<file path="src/rtl/core/kds_pkg.sv">
// kick drum voice: shared types, codes and fixed-point constants
// no dependencies; the top level, multiplier and divider import this package
package kds_pkg;

    localparam int MUL_A_W = 38;
    localparam int MUL_B_W = 19;
    localparam int MUL_P_W = MUL_A_W + MUL_B_W;

    localparam int DIV_N_W = 53;
    localparam int DIV_D_W = 38;
    localparam int DIV_Q_W = 17;

    localparam int NOTE_COUNT = 128;

    localparam logic [15:0] ONE_Q15       = 16'd32768;
    localparam logic [16:0] TONE_ON_MIN   = 17'd3276;
    localparam logic [16:0] DRIVE_ON_MIN  = 17'd328;
    localparam logic [16:0] CLICK_GATE    = 17'd32;
    localparam logic [16:0] ENV_STOP      = 17'd4;
    localparam logic [16:0] SIN_C0        = 17'd51472;
    localparam logic [16:0] SIN_C1        = 17'd21167;
    localparam logic [16:0] SIN_C2        = 17'd2611;
    localparam logic [16:0] H2_WEIGHT     = 17'd9830;
    localparam logic [16:0] H3_WEIGHT     = 17'd3277;
    localparam logic [34:0] TANH_K        = 35'd28991029248;
    localparam logic [3:0]  TANH_TT_MUL   = 4'd9;
    localparam logic [15:0] Q15_MAX       = 16'd32767;
    localparam logic [6:0]  VEL_STEP_LO   = 7'd32;
    localparam logic [6:0]  VEL_STEP_HI   = 7'd96;
    localparam logic [31:0] LFSR_SEED     = 32'h0000ACE1;
    localparam logic [31:0] LFSR_MASK     = 32'h80200003;
    localparam logic [23:0] INC_MAX       = 24'hFFFFFF;

    localparam logic [19:0] BASE_FREQ_Q16 [12] = '{
        20'd535809, 20'd567670, 20'd601425, 20'd637188, 20'd675077, 20'd715219,
        20'd757749, 20'd802807, 20'd850544, 20'd901120, 20'd954703, 20'd1011473
    };

    typedef logic [23:0] note_tab_t [NOTE_COUNT];

    typedef enum logic {
        OP_TICK    = 1'b0,
        OP_TRIGGER = 1'b1
    } op_t;

    typedef enum logic [2:0] {
        CFG_GLIDE       = 3'd0,
        CFG_ENV_DECAY   = 3'd1,
        CFG_CLICK_DECAY = 3'd2,
        CFG_CLICK_AMT   = 3'd3,
        CFG_TONE        = 3'd4,
        CFG_DRIVE       = 3'd5,
        CFG_FILTER      = 3'd6,
        CFG_GLIDE_START = 3'd7
    } cfg_idx_t;

    typedef struct packed {
        logic               start;
        logic [DIV_N_W-1:0] num;
        logic [DIV_D_W-1:0] den;
    } div_req_t;

    typedef struct packed {
        logic               done;
        logic [DIV_Q_W-1:0] quot;
    } div_rsp_t;

    function automatic logic [16:0] clamp_one(logic [15:0] v);
        return (v > ONE_Q15) ? 17'(ONE_Q15) : 17'(v);
    endfunction

endpackage

</file>
<file path="src/rtl/core/kds_mul.sv">
// kick drum voice: shared signed multiplier with registered product
// depends on kds_pkg
module kds_mul (
    input  logic                                 clk,
    input  logic signed [kds_pkg::MUL_A_W-1:0]   a,
    input  logic signed [kds_pkg::MUL_B_W-1:0]   b,
    output logic signed [kds_pkg::MUL_P_W-1:0]   p
);
    import kds_pkg::*;

    logic signed [MUL_P_W-1:0] p_reg;

    always_ff @(posedge clk)
    begin
        p_reg <= MUL_P_W'(a) * MUL_P_W'(b);
    end

    assign p = p_reg;

endmodule

</file>
<file path="config.mk">
export PLATFORM = sky130hd
export DESIGN_NAME = kds_mul
export DESIGN_NICKNAME = d
export VERILOG_FILES = /design/src/rtl/core/kds_pkg.sv /design/src/rtl/core/kds_mul.sv
export SDC_FILE = /design/constraint.sdc
export NUM_CORES = 2
export LEC_CHECK = 0
export BUFFER_PORTS_ARGS = -buffer_cell sky130_fd_sc_hd__buf_2
export CORE_UTILIZATION = 65
export DETAILED_ROUTE_END_ITERATION = 8
export HOLD_SLACK_MARGIN = 0.05
export PLACE_DENSITY_LB_ADDON = 0.15
export SYNTH_ARGS = -nofsm -noshare
export SYNTH_HDL_FRONTEND = slang
export SYNTH_SLANG_ARGS = --single-unit
</file>
<file path="constraint.sdc">
create_clock -name clk -period 9.3 [get_ports clk]
set_input_delay 0.93 -clock clk [delete_from_list [all_inputs] [get_ports clk]]
set_output_delay 0.93 -clock clk [all_outputs]
set_load 0.01 [all_outputs]
</file>
==> results.md <==
- Status: finished, final reports clean
- Share of cells above drive strength 1: 0.05908
- Post-route core utilization: 0.6870
- Initial antenna violation count: 0
- Max reg flops: 57
- Distinct cells, synth: 58
- Netlist Area Pre-Place: 25440 µm²
- Yosys reg bits: 57
- DRT antenna net count: 0
- Port Buffer Count: 114
- CP peak stage delay: between 0.6 and 0.7 ns
- Syn-to-layout area delta: 4.362%
- FMAX: 122.6 MHz
- Die X: around 200 µm
- Post-Syn Nets: between 3000 and 4000
- CTS Buf Count: 9
- Setup slack after layout: 1.144 ns
- Slowest CP cell: buf_2
- Post-cts resize count: 0
- Vias in the first global route: 20410
- Async SR Flop Fraction: 0
- Fill count: 2986
- Seq/Total Area, Yosys: 0.04485
- MaxCap Viol Count: 0
- Final setup TNS: 0 ns
- Met1 WL: 24590 µm
- Worst-Margin Slew: 0.9577 ns
- Avg Inst Size Synth: between 9 and 10 µm²
- CTS tree: built
- Hpwl dp: around 53000 µm
- Synth Flop Type: dfxtp_1
- Wire length on met3: ~6600 µm
- Highest Signal Layer: met4
- Worst Path Max Fanout: 38
- Yosys top cell area share: 0.5445
- Per-cell routed wire length: 20.77 µm
- Final Hold Vio Count: 0
- Synth warnings: 0
- Via-per-instance ratio: 5.717
- Clock Pin Slew Worst Setup and Hold Paths: 0.06 ns
- Remaining Overflow, GRT: 0
- Core ar.: 38650 µm²
- First-pass GRT wire length: 108800 µm
- CP cell instances: buf_2 > and2_1 > fa_1 > fa_1 > inv_1 > fa_1 > inv_1 > fa_1 > fa_1 > fa_1 > fa_1 > ha_1 > o21ai_0 > nor2_1 > o31ai_1 > a31oi_1 > o21ai_1 > a21oi_1 > o21ai_1 > o21bai_1 > xor2_1
- DRC viols: 0
- Final setup violation count: 0
- I/O Pins: 115
- CTS root buf: clkbuf_16
- Slew Limit Headroom: 0.3615
- Cell row count: 72
- Met2 WL: around 34000 µm
- # diodes: 0
- Synth area leaders: fa_1 54%, inv_1 9.6%, ha_1 7.4%, nand2_1 6.8%, and2_1 6.3%
- Cts hold-fix bufs: 0
- Placement Setup Slack: 0.9659 ns
- Kind of end point of the critical path: register
- Post-route cell area: 26550 µm²
- CP Launch Type: input port
- Detailed Routing Iterations Pass 1: 6
- Max-slew violation count: 0
- Arr. time, crit path: about 8.4 ns
- # nets final: approximately 3700
- GRT Total Usage: 0.3690
- Clk buf depth: 2
- Clock sinks: 57
- Die Height: 199.8 µm
- Vias: 18730
- WL final: just under 70000 µm
- Starting Density: 0.6583
- Placed Area: 26210 µm²
- Initial DRC count: about 1200
- RSZ-0062 raised after global routing: false
- Post-CTS Setup Bufs: 0
- Post-synth EDFFs: 0
- Most used cell along the critical path: fa_1
- Final min period: 8.156 ns
- Worst path required time: 9.55 ns
- Mapped Cells: 2767
- Class of the worst hold path: in -> reg
- WS Path Type: in -> reg
- Pin count of the biggest net entering global routing: 39
- Cell taking the most area after synthesis: fa_1
- Final Wtd Congestion: 0.9841
- CTS H-Tree Depth: 3
- Die ar.: 39940 µm²
- Tcrit/Tclk final: 0.8770
==> cell families after synthesis <==
kind of cell | synth area share
AO/OA/AOI/OAI | 0.04347
XOR/XNOR | 0.01859
adder cells (fa/ha/maj) | 0.6188
buffers and inverters | 0.1190
flip-flops | 0.04485
multiplexers | 0.0005900
AND/OR/NAND/NOR | 0.1547
==> placed cells by master (no fill, tap or decap), drive strengths merged, types with 14 or more instances in the layout <==
master / Yosys / layout
nor2: 63 / 63
xnor2: 32 / 32
xor2: 22 / 22
a21oi: 53 / 53
dfxtp: 57 / 57
buf: 9 / 132
a21o: 23 / 23
nand2: 464 / 464
and2: 258 / 258
inv: 650 / 650
o21ai: 24 / 24
a211oi: 14 / 14
fa: 692 / 692
nand3: 14 / 14
ha: 151 / 151
==> layer usage <==
layer | track usage | vias up
met5 | 0 | -
met4 | 0.1657 | 0
met3 | 0.07930 | 232
met2 | 0.6154 | 974
met1 | 0.4649 | 9597
li1 | - | 7931
==> final timing paths <==
| path | start | to | slack (ns) | depth (start not counted) |
|---|---|---|---|---|
| min | a[0] | p[0] | 1.12 | 2 |
| max | b[2] | p[45] | 1.14 | 21 |
==> final cells by class <==
class                           count  area, µm²  area share
Multi-Input combinational cell   1904      21270      0.8012
Inverter                          650       2440     0.09189
Sequential cell                    57       1141     0.04298
Timing Repair Buffer              132      705.7     0.02658
Tap cell                          518      648.1     0.02441
Clock buffer                        9      225.2    0.008482
Clock inverter                      7      118.9    0.004477
==> per-stage QoR <==
step           hold WS, ns  cells
6_report             1.116   3277
5_1_grt              1.095   3277
4_1_cts              1.078   3277
3_5_place_dp         1.323   3261
3_3_place_gp         1.325   3261
2_1_floorplan        1.057   2767
==> worst max-delay path, delay by kind of cell <==
kind | cells | cell delay (ns)
adder cells (fa/ha/maj) | 8 | 3.75
AO/OA/AOI/OAI | 7 | 2.41
buffers and inverters | 3 | 0.79
AND/OR/NAND/NOR | 2 | 0.34
XOR/XNOR | 1 | 0.16
==> cell usage after synthesis, drive strengths merged (2+ instances only) <==
cell type,n
a211oi,14
a21boi,3
a21o,23
a21oi,53
a31oi,7
and2,258
and3,5
buf,9
clkbuf,147
dfxtp,57
fa,692
ha,151
inv,650
nand2,464
nand2b,12
nand3,14
nand4,6
nor2,63
nor2b,2
nor3,12
nor3b,2
o211ai,5
o21a,5
o21ai,24
o21bai,8
o221ai,2
o22ai,3
o31ai,6
xnor2,32
xor2,22
Power is not shown: default switching activity piles up to over one toggle a cycle in this logic, so the estimate is an artifact.
