$ cat config.mk
export PLATFORM = sky130hd
export DESIGN_NAME = kds_div
export DESIGN_NICKNAME = d
export VERILOG_FILES = /design/src/rtl/core/kds_pkg.sv /design/src/rtl/core/kds_div.sv
export SDC_FILE = /design/constraint.sdc
export NUM_CORES = 1
export LEC_CHECK = 0
export ABC_CLOCK_PERIOD_IN_PS = 2740
export BUFFER_PORTS_ARGS = -buffer_cell sky130_fd_sc_hd__buf_4
export CAP_MARGIN = 20
export CORE_ASPECT_RATIO = 1.75
export CORE_MARGIN = 5
export CORE_UTILIZATION = 54
export DETAILED_ROUTE_END_ITERATION = 8
export HOLD_SLACK_MARGIN = 0.1
export PLACE_DENSITY = 0.82
export SLEW_MARGIN = 25
export SYNTH_ARGS = -nofsm -noshare
export SYNTH_HDL_FRONTEND = slang
export SYNTH_SLANG_ARGS = --single-unit
$ cat constraint.sdc
create_clock -name clk -period 2.74 [get_ports clk]
set_input_delay 0.137 -clock clk [delete_from_list [all_inputs] [get_ports clk]]
set_output_delay 0.137 -clock clk [all_outputs]
set_load 0.01 [all_outputs]
$ cat src/rtl/core/kds_pkg.sv
// kick drum voice: shared types, codes and fixed-point constants
// no dependencies; the top level, multiplier and divider import this package
package kds_pkg;

    localparam int MUL_A_W = 38;
    localparam int MUL_B_W = 19;
    localparam int MUL_P_W = MUL_A_W + MUL_B_W;

    localparam int DIV_N_W = 53;
    localparam int DIV_D_W = 38;
    localparam int DIV_Q_W = 17;

    localparam int NOTE_COUNT = 128;

    localparam logic [15:0] ONE_Q15       = 16'd32768;
    localparam logic [16:0] TONE_ON_MIN   = 17'd3276;
    localparam logic [16:0] DRIVE_ON_MIN  = 17'd328;
    localparam logic [16:0] CLICK_GATE    = 17'd32;
    localparam logic [16:0] ENV_STOP      = 17'd4;
    localparam logic [16:0] SIN_C0        = 17'd51472;
    localparam logic [16:0] SIN_C1        = 17'd21167;
    localparam logic [16:0] SIN_C2        = 17'd2611;
    localparam logic [16:0] H2_WEIGHT     = 17'd9830;
    localparam logic [16:0] H3_WEIGHT     = 17'd3277;
    localparam logic [34:0] TANH_K        = 35'd28991029248;
    localparam logic [3:0]  TANH_TT_MUL   = 4'd9;
    localparam logic [15:0] Q15_MAX       = 16'd32767;
    localparam logic [6:0]  VEL_STEP_LO   = 7'd32;
    localparam logic [6:0]  VEL_STEP_HI   = 7'd96;
    localparam logic [31:0] LFSR_SEED     = 32'h0000ACE1;
    localparam logic [31:0] LFSR_MASK     = 32'h80200003;
    localparam logic [23:0] INC_MAX       = 24'hFFFFFF;

    localparam logic [19:0] BASE_FREQ_Q16 [12] = '{
        20'd535809, 20'd567670, 20'd601425, 20'd637188, 20'd675077, 20'd715219,
        20'd757749, 20'd802807, 20'd850544, 20'd901120, 20'd954703, 20'd1011473
    };

    typedef logic [23:0] note_tab_t [NOTE_COUNT];

    typedef enum logic {
        OP_TICK    = 1'b0,
        OP_TRIGGER = 1'b1
    } op_t;

    typedef enum logic [2:0] {
        CFG_GLIDE       = 3'd0,
        CFG_ENV_DECAY   = 3'd1,
        CFG_CLICK_DECAY = 3'd2,
        CFG_CLICK_AMT   = 3'd3,
        CFG_TONE        = 3'd4,
        CFG_DRIVE       = 3'd5,
        CFG_FILTER      = 3'd6,
        CFG_GLIDE_START = 3'd7
    } cfg_idx_t;

    typedef struct packed {
        logic               start;
        logic [DIV_N_W-1:0] num;
        logic [DIV_D_W-1:0] den;
    } div_req_t;

    typedef struct packed {
        logic               done;
        logic [DIV_Q_W-1:0] quot;
    } div_rsp_t;

    function automatic logic [16:0] clamp_one(logic [15:0] v);
        return (v > ONE_Q15) ? 17'(ONE_Q15) : 17'(v);
    endfunction

endpackage

$ cat src/rtl/core/kds_div.sv
// kick drum voice: restoring divider, one quotient bit per cycle
// depends on kds_pkg; the quotient must fit DIV_Q_W bits
module kds_div (
    input  logic                clk,
    input  logic                rst_n,
    input  kds_pkg::div_req_t   req,
    output kds_pkg::div_rsp_t   rsp
);
    import kds_pkg::*;

    localparam int CNT_W = $clog2(DIV_Q_W + 1);
    localparam int SH_W  = DIV_D_W + DIV_Q_W - 1;

    logic [DIV_N_W-1:0] rem_reg;
    logic [SH_W-1:0]    dsh_reg;
    logic [DIV_Q_W-1:0] quot_reg;
    logic [CNT_W-1:0]   cnt_reg;
    logic               busy_reg;
    logic               done_reg;
    logic               fits;

    assign fits = SH_W'(rem_reg) >= dsh_reg;

    always_ff @(posedge clk or negedge rst_n)
    begin
        if (!rst_n)
        begin
            rem_reg  <= '0;
            dsh_reg  <= '0;
            quot_reg <= '0;
            cnt_reg  <= '0;
            busy_reg <= 1'b0;
            done_reg <= 1'b0;
        end
        else
        begin
            done_reg <= 1'b0;
            if (req.start)
            begin
                rem_reg  <= req.num;
                dsh_reg  <= {req.den, {(DIV_Q_W-1){1'b0}}};
                quot_reg <= '0;
                cnt_reg  <= CNT_W'(DIV_Q_W);
                busy_reg <= 1'b1;
            end
            else if (busy_reg)
            begin
                if (fits)
                begin
                    rem_reg <= DIV_N_W'(SH_W'(rem_reg) - dsh_reg);
                end
                quot_reg <= {quot_reg[DIV_Q_W-2:0], fits};
                dsh_reg  <= dsh_reg >> 1;
                cnt_reg  <= cnt_reg - 1'b1;
                if (cnt_reg == CNT_W'(1))
                begin
                    busy_reg <= 1'b0;
                    done_reg <= 1'b1;
                end
            end
        end
    end

    assign rsp.done = done_reg;
    assign rsp.quot = quot_reg;

endmodule
==> flow_metrics.py <==
metrics = {
    "drt": {
        "drc": 0,
        "drt-initial-drc-count": 581,
        "wl_per_cell_um": 18.8,
        "first_pass_iters": 5,
        "vias": 9631,
        "ant_nets": 0,
        "wl_um": 31000,
        "avgViaCountPerCell": 5.83,
    },
    "power_and_ir_drop": {
        "p_leak_nw": 6.66,
        "p_comb_share_pct": 67.7,
        "ir_drop_v": 0.000605,
        "p_per_area_mw_per_mm2": 1170,
        "internal-power_w": 0.00909,
        "clock_power_share_pct": 14.3,
        "sw_frac_of_total_pct": 43.1,
        "p_total_w": 0.0160,
        "seqPwrFrac_pct": 18.0,
        "switching_power_w": 0.00690,
    },
    "setup_path": {
        "max_stage_delay_ns": 0.39,
        "reg2reg_setup_slack_ns": -0.25,
        "cp-start-kind": "flip-flop",
        "crit_required_ns": 3.06,
        "crit_path_max_fanout": 6,
        "cp_slowest_cell": "dfrtp_1",
        "regToRegStartpoint": "dsh_reg[28]",
        "reg2reg_to": "rem_reg[52]",
        "critPathCaptureType": "flip-flop",
        "cp.arrival_ns": 3.31,
        "path_delay_family": "compound AO/OA/AOI/OAI gates",
        "crit_top_cell": "buf_4",
        "crit_chain": "inv_1 > ha_4 > buf_4 > nand3_1 > a21oi_1 > a211oi_1 > buf_4 > o2111ai_2 > o211ai_2 > o211ai_4 > buf_4 > buf_6 > buf_16 > nand3_2 > mux2i_1 > a211o_1",
        "path_buf_inv": 6,
        "rr_worst_depth": 16,
        "path_class": "flip-flop to flip-flop",
    },
    "synth": {
        "synth_edf_count": 0,
        "synthFlopType": "dfrtp_1",
        "synthTopCellsByArea": "dfrtp_1 35%, mux2i_1 12%, ha_1 7.4%",
        "synth.avg_cell_area_um2": 8.60,
        "yosysWarnings": 0,
        "synth_most_common_cell": "dfrtp_1",
        "synthDistinctLibCells": 70,
        "yosysSeqAreaShare_pct": 35.3,
        "ys_async_sr_fraction_pct": 100,
        "synth_seq_cells": 131,
        "syn_area_mm2": 0.00930,
        "netlist_instances": 1081,
        "synth_top_cell_by_area": "dfrtp_1",
        "netlist.area_leader.share_pct": 35.3,
        "netlist_top_cells_count": "131 x dfrtp_1, 127 x nand2_1, 113 x o21ai_0",
        "synth_nets": 1231,
    },
    "floorplan": {
        "io_pins": 112,
        "dieHeight_um": 184,
        "core_mm2": 0.0169,
        "initial_core_util_pct": 54.9,
        "dieArea_mm2": 0.0200,
        "rows": 63,
        "die_width_um": 109,
    },
    "job": {
        "max-cap-violations": 0,
    },
    "layout": {
        "multi_input_area_mm2": 0.00591,
        "area_growth_pct": 47.1,
        "layout.nets": 1564,
        "register_area_mm2": 0.00328,
        "antenna_cells": 0,
        "finalInstanceArea_mm2": 0.0137,
        "fillCellCount": 962,
        "largest_reg_flops": 54,
        "drive_gt1_share_pct": 29.5,
    },
    "timing": {
        "finalClockSkew_ns": 0.0162,
        "fmax_mhz": 335,
        "worst_pin_slew_ns": 0.757,
        "relSlewSlack_pct": 49.6,
        "hold_viol": 0,
        "fin_ws_ns": -0.249,
        "finalCritPeriodShare_pct": 109,
        "setup_viol": 54,
        "slew_viol_final": 0,
        "period_minus_slack_ns": 2.99,
        "grt_setup_unrepaired": "yes",
    },
    "global_route": {
        "grt_antenna_before_repair": 0,
        "grt_usage_pct": 31.7,
        "grt_pass1_wl_um": 50000,
        "grt_pass1_vias": 10435,
        "grt_max_degree": 114,
        "grt_overflow_total": 0,
    },
    "clocking": {
        "clock-root-buffer": "clkbuf_16",
        "htree_levels": 4,
        "clockBufferDepth": 2,
        "path_clk_slew_ns": 0.07,
        "cts_num_sinks": 131,
        "cts_buffers": 17,
        "cts_tree": "built",
        "clock_latency_ns": 0.44,
    },
    "status": {
        "violations": "negative setup slack",
        "outcome": "finished, violations left",
    },
    "worst_hold_path": {
        "min_path_type": "input pin to async pin",
    },
    "place": {
        "dpl_cell_area_mm2": 0.0113,
        "numPortBuffers": 111,
        "place_congestion": 0.972,
        "dp.final_hpwl_um": 19600,
    },
}
[through the flow]
stage / hold WS (ns) / setup WS, ns / setup TNS, ns / util, % / instances
final: 0.242 / -0.249 / -8.54 / 80.7 / 1653
after global routing: 0.309 / -0.340 / -13.84 / 80.7 / 1653
after CTS: 0.258 / -0.172 / -3.55 / 79.7 / 1654
after detailed placement: 0.157 / -0.205 / -5.96 / 66.6 / 1505
after global placement: 0.153 / -0.115 / -2.75 / 66.6 / 1505
after floorplan: -0.159 / -0.00556 / -0.00596 / - / 1081
[cells by family after synthesis]
family	synth area share, %
adders and majority gates	7.62
AOI/OAI and AO/OA	19.7
muxes	11.7
DFF	35.3
buffers and inverters	6.88
xor gates and xnor gates	4.33
and+or+nand+nor	14.5
[repair_timing]
item	4_1_cts	5_1_grt
setup buffers	22	6
endpoints found under the setup margin	52	54
gates resized for setup	112	60
hold endpoints to repair	151	0
cloned	6	0
hold buffers	93	0
pin swaps	24	18
[cells in the final DEF, fill, tap and decap left out, drive strengths merged, types with 6 or more instances in the layout]
master       netlist  final
dfrtp            131    131
ha                55     55
nor2              77     77
clkinv             1      7
nand4             19     19
clkbuf            36     19
a31oi             11     11
buf               29    286
o21ai            122    122
o21bai             8      8
nor3              10     10
a21oi             80     80
a21o              21     21
o31ai              7      7
o21a               7      7
o211ai             6      6
nand2            128    128
nor3b              8      8
nand3             20     20
inv               75     76
xnor2             29     29
a211o              6      6
mux2i            108    108
xor2              17     17
a211oi             8      8
dlygate4sd3        0     93
[layout make-up]
cell class | instances | area share, %
Timing Repair Buffer | 379 | 24.3
Multi-Input combinational cell | 809 | 43.2
Inverter | 76 | 2.09
Tap cell | 227 | 2.08
Sequential cell | 131 | 24.0
Clock buffer | 19 | 3.31
Clock inverter | 12 | 0.970
[routing by layer]
| metal | track usage (%) | up-vias | part of all wire (%) |
|---|---|---|---|
| li1 | - | 4465 | - |
| met1 | 31.8 | 4568 | 35 |
| met2 | 55.9 | 409 | 53 |
| met3 | 7.52 | 189 | 5.2 |
| met4 | 22.8 | 0 | 7.2 |
| met5 | 0 | - | 0 |
[power by group through the flow]
stage / sequential, W / clock [W] / combinational (W)
after floorplan: 0.00271 / 0 / 0.00561
after global placement: 0.00277 / 0 / 0.00822
after detailed placement: 0.00280 / 0 / 0.00841
after CTS: 0.00281 / 0.00232 / 0.00997
after global routing: 0.00293 / 0.00241 / 0.0116
final: 0.00288 / 0.00229 / 0.0108
[worst max-delay path by stage]
stage               cells past startpoint     endpoint        start
finish                                 16  rem_reg[52]  dsh_reg[28]
global placement                       12  rem_reg[11]   dsh_reg[9]
CTS                                    13  rem_reg[48]   rem_reg[0]
floorplan                              13  rem_reg[48]   rem_reg[0]
global route                           15  rem_reg[45]   dsh_reg[0]
detailed placement                     13  rem_reg[48]   rem_reg[0]
(Power assumes the default switching activity.)
